### src/sv/ecspwm_pkg.sv
`default_nettype none
package ecspwm_pkg;

  localparam int CLOCK_DIVIDE = 16;
  localparam int CHANNELS     = 8;

  localparam int PRESCALE_W = (CLOCK_DIVIDE > 1) ? $clog2(CLOCK_DIVIDE) : 1;
  localparam int CH_IDX_W   = (CHANNELS > 1) ? $clog2(CHANNELS) : 1;

  localparam int COUNT_W  = 16;
  localparam int WIDTH_W  = 13;
  localparam int US_W     = 16;
  localparam int CHAN_W   = 4;
  localparam int LEVELS_W = 8;
  localparam int CFG_IDX_W  = 2;
  localparam int CFG_DATA_W = 16;
  localparam int IN_DATA_W  = 24;
  localparam int OUT_DATA_W = 24;

  localparam logic [COUNT_W-1:0] PERIOD_RESET    = 16'd31250;
  localparam logic [WIDTH_W-1:0] WIDTH_MIN_RESET = 13'd1000;
  localparam logic [WIDTH_W-1:0] WIDTH_MAX_RESET = 13'd2000;
  localparam logic [COUNT_W-1:0] COMPARE_RESET   = 16'd12500;

  typedef enum logic {
    REQ_TICK  = 1'b0,
    REQ_WRITE = 1'b1
  } req_t;

  typedef enum logic [CFG_IDX_W-1:0] {
    CFG_PERIOD    = 2'd0,
    CFG_WIDTH_MIN = 2'd1,
    CFG_WIDTH_MAX = 2'd2
  } cfg_idx_t;

  typedef struct packed {
    logic               advance;
    logic               zero;
    logic [COUNT_W-1:0] count_next;
  } tb_evt_t;

  typedef struct packed {
    logic                   en;
    logic [CH_IDX_W-1:0]    ch;
    logic signed [US_W-1:0] width_us;
  } wr_req_t;

endpackage
`default_nettype wire

### src/sv/ecspwm_timebase.sv
`default_nettype none
module ecspwm_timebase (
  input  wire logic                              clk,
  input  wire logic                              rst,
  input  wire logic                              tick,
  input  wire logic [ecspwm_pkg::COUNT_W-1:0]    period_counts,
  output ecspwm_pkg::tb_evt_t                    evt
);

  logic [ecspwm_pkg::PRESCALE_W-1:0] prescale;
  logic [ecspwm_pkg::PRESCALE_W-1:0] prescale_next;
  logic [ecspwm_pkg::COUNT_W-1:0]    count;

  always_comb begin
    evt.advance    = tick &&
      (prescale == ecspwm_pkg::PRESCALE_W'(ecspwm_pkg::CLOCK_DIVIDE - 1));
    prescale_next  = prescale;
    evt.count_next = count;
    if (tick) begin
      if (evt.advance) begin
        prescale_next = '0;
      end else begin
        prescale_next = prescale + ecspwm_pkg::PRESCALE_W'(1);
      end
    end
    if (evt.advance) begin
      if (count >= period_counts) begin
        evt.count_next = '0;
      end else begin
        evt.count_next = count + ecspwm_pkg::COUNT_W'(1);
      end
    end
    evt.zero = evt.advance && (evt.count_next == '0);
  end

  always_ff @(posedge clk) begin
    if (rst) begin
      prescale <= '0;
      count    <= '0;
    end else begin
      prescale <= prescale_next;
      count    <= evt.count_next;
    end
  end

endmodule
`default_nettype wire

### src/sv/ecspwm_channels.sv
`default_nettype none
module ecspwm_channels (
  input  wire logic                              clk,
  input  wire logic                              rst,
  input  wire ecspwm_pkg::wr_req_t               wr,
  input  wire logic [ecspwm_pkg::WIDTH_W-1:0]    width_min,
  input  wire logic [ecspwm_pkg::WIDTH_W-1:0]    width_max,
  input  wire ecspwm_pkg::tb_evt_t               evt,
  output logic [ecspwm_pkg::LEVELS_W-1:0]        levels_next
);

  logic [ecspwm_pkg::COUNT_W-1:0] shadow [ecspwm_pkg::CHANNELS];
  logic [ecspwm_pkg::COUNT_W-1:0] active [ecspwm_pkg::CHANNELS];
  logic [ecspwm_pkg::COUNT_W-1:0] active_next [ecspwm_pkg::CHANNELS];
  logic [ecspwm_pkg::CHANNELS-1:0] levels;
  logic [ecspwm_pkg::CHANNELS-1:0] lv_next;

  logic signed [ecspwm_pkg::US_W-1:0]    min_s;
  logic signed [ecspwm_pkg::US_W-1:0]    max_s;
  logic signed [ecspwm_pkg::US_W-1:0]    clamped;
  logic [17:0]                           product;
  logic [ecspwm_pkg::COUNT_W-1:0]        scaled;

  // clamp low then high, then times 12.5 as (w*25)>>1 with saturation
  always_comb begin
    min_s   = signed'({3'b000, width_min});
    max_s   = signed'({3'b000, width_max});
    clamped = wr.width_us;
    if (clamped < min_s) begin
      clamped = min_s;
    end
    if (clamped > max_s) begin
      clamped = max_s;
    end
    product = {1'b0, clamped[12:0], 4'b0000} + {2'b00, clamped[12:0], 3'b000}
            + {5'b00000, clamped[12:0]};
    if (product[17]) begin
      scaled = '1;
    end else begin
      scaled = product[16:1];
    end
  end

  always_comb begin
    for (int n = 0; n < ecspwm_pkg::CHANNELS; n++) begin
      active_next[n] = evt.zero ? shadow[n] : active[n];
      lv_next[n]     = evt.zero ? 1'b1 : levels[n];
      if (evt.advance && (active_next[n] == evt.count_next)) begin
        lv_next[n] = 1'b0;
      end
    end
    levels_next = ecspwm_pkg::LEVELS_W'(lv_next);
  end

  always_ff @(posedge clk) begin
    if (rst) begin
      levels <= '0;
      for (int n = 0; n < ecspwm_pkg::CHANNELS; n++) begin
        shadow[n] <= ecspwm_pkg::COMPARE_RESET;
        active[n] <= ecspwm_pkg::COMPARE_RESET;
      end
    end else begin
      levels <= lv_next;
      for (int n = 0; n < ecspwm_pkg::CHANNELS; n++) begin
        active[n] <= active_next[n];
        if (wr.en && (wr.ch == ecspwm_pkg::CH_IDX_W'(n))) begin
          shadow[n] <= scaled;
        end
      end
    end
  end

endmodule
`default_nettype wire

### src/sv/eight_channel_shadowed_pwm_top.sv
// an accepted input word goes through the input word register, then the result word register, to m_t*
// throughput: one word per cycle, bounded only by m_tready
// the per-item step is one pass through the timebase and channel compare logic
// reset (rst, synchronous, active high) empties both stages, zeroes prescaler,
// timebase and output levels, sets compares to 12500 and registers to defaults
`default_nettype none
module eight_channel_shadowed_pwm_top (
  input  wire logic                                  clk,
  input  wire logic                                  rst,
  input  wire logic                                  s_tvalid,
  output logic                                       s_tready,
  // [3:0] channel, [19:4] width_us, [23:20] zero
  input  wire logic [ecspwm_pkg::IN_DATA_W-1:0]      s_tdata,
  // [0] req_type
  input  wire logic [0:0]                            s_tuser,
  output logic                                       m_tvalid,
  input  wire logic                                  m_tready,
  // [7:0] pwm_levels, [23:8] count_now
  output logic [ecspwm_pkg::OUT_DATA_W-1:0]          m_tdata,
  // [0] accepted
  output logic [0:0]                                 m_tuser,
  input  wire logic                                  cfg_valid,
  output logic                                       cfg_ready,
  input  wire logic [ecspwm_pkg::CFG_IDX_W-1:0]      cfg_index,
  input  wire logic [ecspwm_pkg::CFG_DATA_W-1:0]     cfg_data
);

  logic [ecspwm_pkg::COUNT_W-1:0] period_counts;
  logic [ecspwm_pkg::WIDTH_W-1:0] width_min;
  logic [ecspwm_pkg::WIDTH_W-1:0] width_max;

  logic                              in_valid;
  ecspwm_pkg::req_t                  in_type;
  logic [ecspwm_pkg::CHAN_W-1:0]     in_channel;
  logic signed [ecspwm_pkg::US_W-1:0] in_width;

  logic                              out_valid;
  logic                              out_accepted;
  logic [ecspwm_pkg::LEVELS_W-1:0]   out_levels;
  logic [ecspwm_pkg::COUNT_W-1:0]    out_count;

  logic                              fire;
  logic                              chan_ok;
  ecspwm_pkg::wr_req_t               wr;
  ecspwm_pkg::tb_evt_t               evt;
  logic [ecspwm_pkg::LEVELS_W-1:0]   levels_next;

  assign cfg_ready = 1'b1;

  always_ff @(posedge clk) begin
    if (rst) begin
      period_counts <= ecspwm_pkg::PERIOD_RESET;
      width_min     <= ecspwm_pkg::WIDTH_MIN_RESET;
      width_max     <= ecspwm_pkg::WIDTH_MAX_RESET;
    end else if (cfg_valid && cfg_ready) begin
      unique case (ecspwm_pkg::cfg_idx_t'(cfg_index))
        ecspwm_pkg::CFG_PERIOD: begin
          period_counts <= cfg_data;
        end
        ecspwm_pkg::CFG_WIDTH_MIN: begin
          width_min <= cfg_data[ecspwm_pkg::WIDTH_W-1:0];
        end
        ecspwm_pkg::CFG_WIDTH_MAX: begin
          width_max <= cfg_data[ecspwm_pkg::WIDTH_W-1:0];
        end
        default: begin
        end
      endcase
    end
  end

  assign fire     = in_valid && (!out_valid || m_tready);
  assign s_tready = !in_valid || fire;
  assign chan_ok  = in_channel < ecspwm_pkg::CHAN_W'(ecspwm_pkg::CHANNELS);

  always_comb begin
    wr.en       = fire && (in_type == ecspwm_pkg::REQ_WRITE) && chan_ok;
    wr.ch       = in_channel[ecspwm_pkg::CH_IDX_W-1:0];
    wr.width_us = in_width;
  end

  // input word register
  always_ff @(posedge clk) begin
    if (rst) begin
      in_valid <= 1'b0;
    end else if (s_tready) begin
      in_valid <= s_tvalid;
    end
  end

  always_ff @(posedge clk) begin
    if (s_tvalid && s_tready) begin
      in_type    <= ecspwm_pkg::req_t'(s_tuser[0]);
      in_channel <= s_tdata[3:0];
      in_width   <= s_tdata[19:4];
    end
  end

  ecspwm_timebase u_timebase (
    .clk           (clk),
    .rst           (rst),
    .tick          (fire && (in_type == ecspwm_pkg::REQ_TICK)),
    .period_counts (period_counts),
    .evt           (evt)
  );

  ecspwm_channels u_channels (
    .clk         (clk),
    .rst         (rst),
    .wr          (wr),
    .width_min   (width_min),
    .width_max   (width_max),
    .evt         (evt),
    .levels_next (levels_next)
  );

  // result word register
  always_ff @(posedge clk) begin
    if (rst) begin
      out_valid <= 1'b0;
    end else if (fire) begin
      out_valid <= 1'b1;
    end else if (m_tready) begin
      out_valid <= 1'b0;
    end
  end

  always_ff @(posedge clk) begin
    if (fire) begin
      out_accepted <= (in_type == ecspwm_pkg::REQ_TICK) || chan_ok;
      out_levels   <= levels_next;
      out_count    <= evt.count_next;
    end
  end

  assign m_tvalid   = out_valid;
  assign m_tdata    = {out_count, out_levels};
  assign m_tuser[0] = out_accepted;

endmodule
`default_nettype wire

### config.mk
export PLATFORM = sky130hd
export DESIGN_NAME = eight_channel_shadowed_pwm_top
export DESIGN_NICKNAME = d
export VERILOG_FILES = /design/src/sv/ecspwm_pkg.sv /design/src/sv/ecspwm_timebase.sv /design/src/sv/ecspwm_channels.sv /design/src/sv/eight_channel_shadowed_pwm_top.sv
export SDC_FILE = /design/constraint.sdc
export NUM_CORES = 1
export LEC_CHECK = 0
export BUFFER_PORTS_ARGS = -buffer_cell sky130_fd_sc_hd__buf_2
export CAP_MARGIN = 20
export CORE_ASPECT_RATIO = 1.1
export CORE_MARGIN = 10
export CORE_UTILIZATION = 32
export CTS_CLUSTER_SIZE = 30
export DETAILED_ROUTE_END_ITERATION = 8
export GPL_TIMING_DRIVEN = 0
export MAX_ROUTING_LAYER = met4
export PLACE_DENSITY = 0.45
export RECOVER_POWER = 25
export SLEW_MARGIN = 0
export SYNTH_ARGS = -nofsm -noshare
export SYNTH_HDL_FRONTEND = slang
export SYNTH_SLANG_ARGS = --single-unit
### constraint.sdc
create_clock -name clk -period 9.3 [get_ports clk]
set_clock_uncertainty 0.1 [all_clocks]
set_input_delay 1.86 -clock clk [delete_from_list [all_inputs] [get_ports clk]]
set_output_delay 1.86 -clock clk [all_outputs]
set_load 0.005 [all_outputs]
**Yosys cells after proc, flatten, opt, wreduce, memory -nomap -nowiden**

Memories as Yosys holds them, arrays and structs flattened.
Cells that the tools add are included.

- Bits in registers: 118
- Memory bits (writable): 256
- Logic and storage cells: 169
- Memories: 2

Memories:

| name | depth | bits a word | read ports | clocked after Yosys merged registers in | write ports | line | source |
|---|---|---|---|---|---|---|---|
| u_channels.active | 8 | 16 | 8 | 0 | 8 | ecspwm_channels.sv:13 | `logic [ecspwm_pkg::COUNT_W-1:0] active [ecspwm_pkg::CHANNELS];` |
| u_channels.shadow | 8 | 16 | 8 | 0 | 8 | ecspwm_channels.sv:12 | `logic [ecspwm_pkg::COUNT_W-1:0] shadow [ecspwm_pkg::CHANNELS];` |

- Add/subtract/negate cells: 4
- $lt $le $gt $ge: 4
- Equality and inequality tests: 18
- Multiplexer cells: 75
- Bitwise gates (word level): 17
- Reduce and logical (&&, ||, !) cells: 35

Operators with widths:

| operator | count |
|---|---|
| $mux W16 | 28 |
| $eq A16 B16 Y1 | 8 |
| $mux W1 | 45 |
| $logic_and A1 B1 Y1 | 23 |
| $add A17 B16 Y18 | 1 |
| $add A18 B13 Y18 | 1 |
| $add A16 B1 Y16 const B | 1 |
| $ge A16 B16 Y1 | 1 |
| $gt A16 B14 Y1 | 1 |
| $logic_not A16 Y1 | 1 |
| $lt A16 B14 Y1 | 1 |
| $or A1 B1 Y1 | 16 |
| $mux W13 | 1 |
| $eq A3 B3 Y1 const B | 4 |
| $eq A3 B2 Y1 const B | 2 |
| $reduce_and A2 Y1 | 3 |
| $add A4 B1 Y4 const B | 1 |
| $eq A4 B4 Y1 const B | 1 |
| $lt A4 B4 Y1 const B | 1 |
| $mux W4 | 1 |
| $eq A3 B1 Y1 const B | 1 |
| $logic_not A3 Y1 | 1 |
| $logic_or A1 B1 Y1 | 3 |
| $eq A2 B1 Y1 const B | 1 |
| 5 further kinds | 6 |

**Depth between registers and ports, before layout**

- Word-level depth: 12
- Gate-level depth with buffers: 44
- Depth with buffers taken out: 40

**Hierarchy**

Synthesis repeated with hierarchy kept, for this count alone.

- Cell total of the unflattened synthesis: 1684
- Area total of the unflattened synthesis: 18077.3 µm²

By module, submodules not included:

| module | times used | cells an instance | area an instance (µm²) | sequential area each (µm²) |
|---|---|---|---|---|
| ecspwm_channels | 1 | 1247 | 13249.0 | 6566.3 |
| eight_channel_shadowed_pwm_top | 1 | 232 | 3229.3 | 2262.2 |
| ecspwm_timebase | 1 | 205 | 1599.0 | 400.4 |

**Worst setup path before layout**

Ideal clock, no wire load.

- Path type: flip-flop to flip-flop
- Start: register in_width[1] (netlist name)
- End: memory u_channels.shadow[2][6] (netlist name) (data pin)
- Setup time: 0.280 ns
- Arrival: 8.095 ns
- Required time: 8.920 ns
- Slack: 0.826 ns
- Stages on the path, launching flop included: 40
- Period minus slack after synthesis: 8.474 ns
- Cells stage by stage: edfxtp_1 ha_1 a21o_1 a21o_1 a21o_1 a21o_1 a21o_1 a21o_1 a21oi_1 o21ai_0 a21o_1 a21oi_1 ha_1 clkbuf_1 clkbuf_1 mux2_2 ha_1 nand4_1 [4 not listed] a21oi_1 clkbuf_1 mux2i_1 inv_1 fa_1 ha_1 a21oi_1 o21bai_1 a21oi_1 nor2b_1 nor2_1 o21ai_0 o41ai_1 o21bai_1 nor2_1 clkbuf_1 buf_1 nand3_1

RTL lines:

| item | line | source |
|---|---|---|
| from (decl) | eight_channel_shadowed_pwm_top.sv:35 | `logic signed [ecspwm_pkg::US_W-1:0] in_width;` |
| from (signal assigned) | eight_channel_shadowed_pwm_top.sv:95 | `in_width <= s_tdata[19:4];` |
| to (decl) | ecspwm_channels.sv:12 |  |

==> out/results.txt <==
CP max stage delay: 0.48 ns
Commonest cells post-synth: nand2_1 (333), dfxtp_1 (200), nor2_1 (200), a21oi_1 (179), edfxtp_1 (174)
Final setup vio count: 0
Row cnt: 94
Number of synthesized flops with an enable pin: 174
Die Area: 0.0703 mm^2
Vias: 18,000
DR WL/cell: 31.4 um
Final slew viol count: 26
Reg-to-reg slack, setup: 0.59 ns
Fin area: 0.0228 mm^2
Vias in the first global route: 17,400
Die X: 254 um
FFs w/ async S/R, synth: 0%
Drt initial violations: 1,965
Port bufs: 70
Cell area after placement: 0.0211 mm^2
Critical Path Sink Type: register
Chip height: 277 um
Total GRT Usage: 27.8%
Antenna violations before repair: 3
CTS tree: yes
Final Hold Fails: 0
Synth area leader: edfxtp_1
First-pass iteration count of the detailed router: 8
Clock-pin slew on the worst setup and hold paths: 0.07 ns
Yosys Warn Count: 0
Fin nets: 2,394
Wire length of the first global-routing pass: 135,000 um
Post-Syn Instances: 2,118
Hold Slack: 0.357 ns
Most used cell along the critical path: a21o_1
CP arrival: 8.92 ns
Syn avg cell area: 9.08 um^2
Hold_buf cts: 0
Proportion of synthesized chip area in sequential cells: 48.0%
CP Launch Type: register
Worst Path Required: 9.51 ns
Final WL: 96,900 um
Max-Cap Viols: 1
Synth Flop Type: dfxtp_1
Hold Crit Depth: 2
Outcome: complete, but fails checks
Max stage delay cell, worst path: fa_1
Final period demand of the worst path: 8.71 ns
Total gr overflow: 0
Cts bufs inserted: 45
Syn nets: 2,236
Fill cell count: 6,046
Placed cell count: 2,989
Worst Hold Class: reg2reg
Clock Tree Buf Depth: 3
Layout cells sized above 1: 11.6%
Violated checks: max-capacitance violations, max-slew violations
Synth Cell Area: 0.0192 mm^2
Setup CP Type: reg2reg
Max transition margin: -6.51%
Fmax: 115 MHz
Post-synth top area share: 27.2%
Power Dens Cells: 220 mW/mm^2
Drt drc: 0
Gpl congestion: 0.995
CTS H-tree lvls: 2
Post-DRT Antenna Nets: 0
Largest net degree at the start of global routing: 26
Top cells by area, synth: edfxtp_1 (27%), dfxtp_1 (21%), nand2_1 (6.5%)
Sink Count: 374
Worst slew pin tran: 1.60 ns
Area Growth Syn to Fin: 18.6%
Initial Utilization: 32.2%
Hpwl dp: 72,800 um
Worst reg2reg path depth: 39
Core Footprint: 0.0596 mm^2
CP Max Fanout: 10
Clk Latency, worst-skew pair: 0.60 ns
Count of different cell masters after synthesis: 88
Worst VDD drop: 0.166 mV
Io pins: 76
Tcrit/Tclk final: 93.6%
Vias/cell: 5.83
Clock Tree Root: clkbuf_16
Synth Register Bits: 374
Final Instance Count excl. Fillers: 3,086
Top-count cell post-synth: nand2_1
Pleak: 8.51 nW
==> sequential cells by signal, summed over array words and instances, names as in the netlist, 4 cells and up <==
signal	count
u_channels.active	128
u_channels.shadow	128
in_width	16
out_count	16
period_counts	16
u_timebase.count	16
width_max	13
width_min	13
out_levels	8
u_channels.levels	8
in_channel	4
u_timebase.prescale	4
==> metal layers <==
layer  vias up  share of wire [%]  GRT usage, %
met3       247                8.2          5.58
met2       845                 44          42.2
li1       7956                  -             -
met5         -                  0             -
met4         0                5.7          13.3
met1      8947                 42          34.8
==> cell usage in the layout, fill, tap and decap left out, types with 14 or more instances in the layout <==
master / count
nand2_1: 333
and3_1: 16
nor3_1: 42
mux2_2: 20
clkbuf_16: 48
edfxtp_1: 174
inv_1: 88
o22ai_1: 26
mux2i_1: 21
a22oi_1: 15
o21ai_0: 61
o211ai_1: 23
buf_8: 16
clkbuf_1: 118
or2_2: 14
or3_1: 14
nand4_1: 31
nand3_1: 96
buf_2: 69
buf_4: 18
dfxtp_1: 200
xor2_1: 23
a21oi_1: 177
nor4_1: 19
xnor2_1: 48
nor2_1: 191
ha_1: 68
a21o_1: 15
nand3b_1: 17
==> critical path, delay by kind of cell (launching register included) <==
family / cells / cell delay, ns
and+or+nand+nor: 4 / 0.53
buffers and inverters: 5 / 1.10
muxes: 2 / 0.66
adders and majority gates: 5 / 1.59
DFF: 1 / 0.41
AOI/OAI and AO/OA: 23 / 4.00
==> what timing repair did <==
item	in CTS	in global routing
hold endpoints to repair	0	0
gates resized for setup	18	15
pin swaps	3	1
setup buffers	4	4
endpoints found under the setup margin	128	128
==> per-stage QoR <==
| stage | util [%] | TNS, ns | setup slack [ns] | power [mW] |
|---|---|---|---|---|
| floorplan | - | 0 | 0.826 | 2.29 |
| detailed placement | 35.3 | -100.22 | -1.10 | 2.97 |
| finish | 38.2 | 0 | 0.595 | 5.02 |
| CTS | 38.2 | 0 | 0.0352 | 5.01 |
| global route | 38.2 | -0.00156 | -0.00156 | 5.15 |
| global placement | 34.4 | -164.16 | -1.94 | 2.81 |
==> report_power, final <==
part           internal [mW]  switching, mW  total [mW]
clock                   1.17          0.782        1.95
sequential              1.81         0.0651        1.88
combinational          0.384          0.800        1.18
total                   3.37           1.65        5.02
==> logic make-up (layout without fill, tap and decap cells) <==
group                      count (synthesis)  after routing  share of synthesized area, %
AOI/OAI and AO/OA                        479            479                          16.2
buffers and inverters                    218            413                          4.53
DFF                                      374            374                          48.0
and+or+nand+nor                          853            853                          20.6
other                                      1              6                        0.0195
adders and majority gates                 70             70                          4.63
xor gates and xnor gates                  78             78                          3.55
muxes                                     45             45                          2.48
==> cell type report <==
cell class                 count  area [um^2]  area share [%]
clock inverter                27          340            1.49
tap                          768          961            4.21
timing repair buffer         112          785            3.44
antenna                        5         12.5          0.0549
buffer                       127          547            2.40
inverter                      90          338            1.48
clock buffer                  57         1270            5.59
multi-input combinational   1526         9320            40.9
sequential                   374         9230            40.5
==> final timing paths <==
| kind | from | to |
|---|---|---|
| worst max-delay path | in_width[1] | u_channels.shadow[3][16] |
| worst min-delay path | period_counts[5] | period_counts[5] |
| worst max register to register | in_width[1] | u_channels.shadow[3][16] |
| worst min register to register | period_counts[5] | period_counts[5] |
No activity file was read; power rests on OpenSTA's default activity.
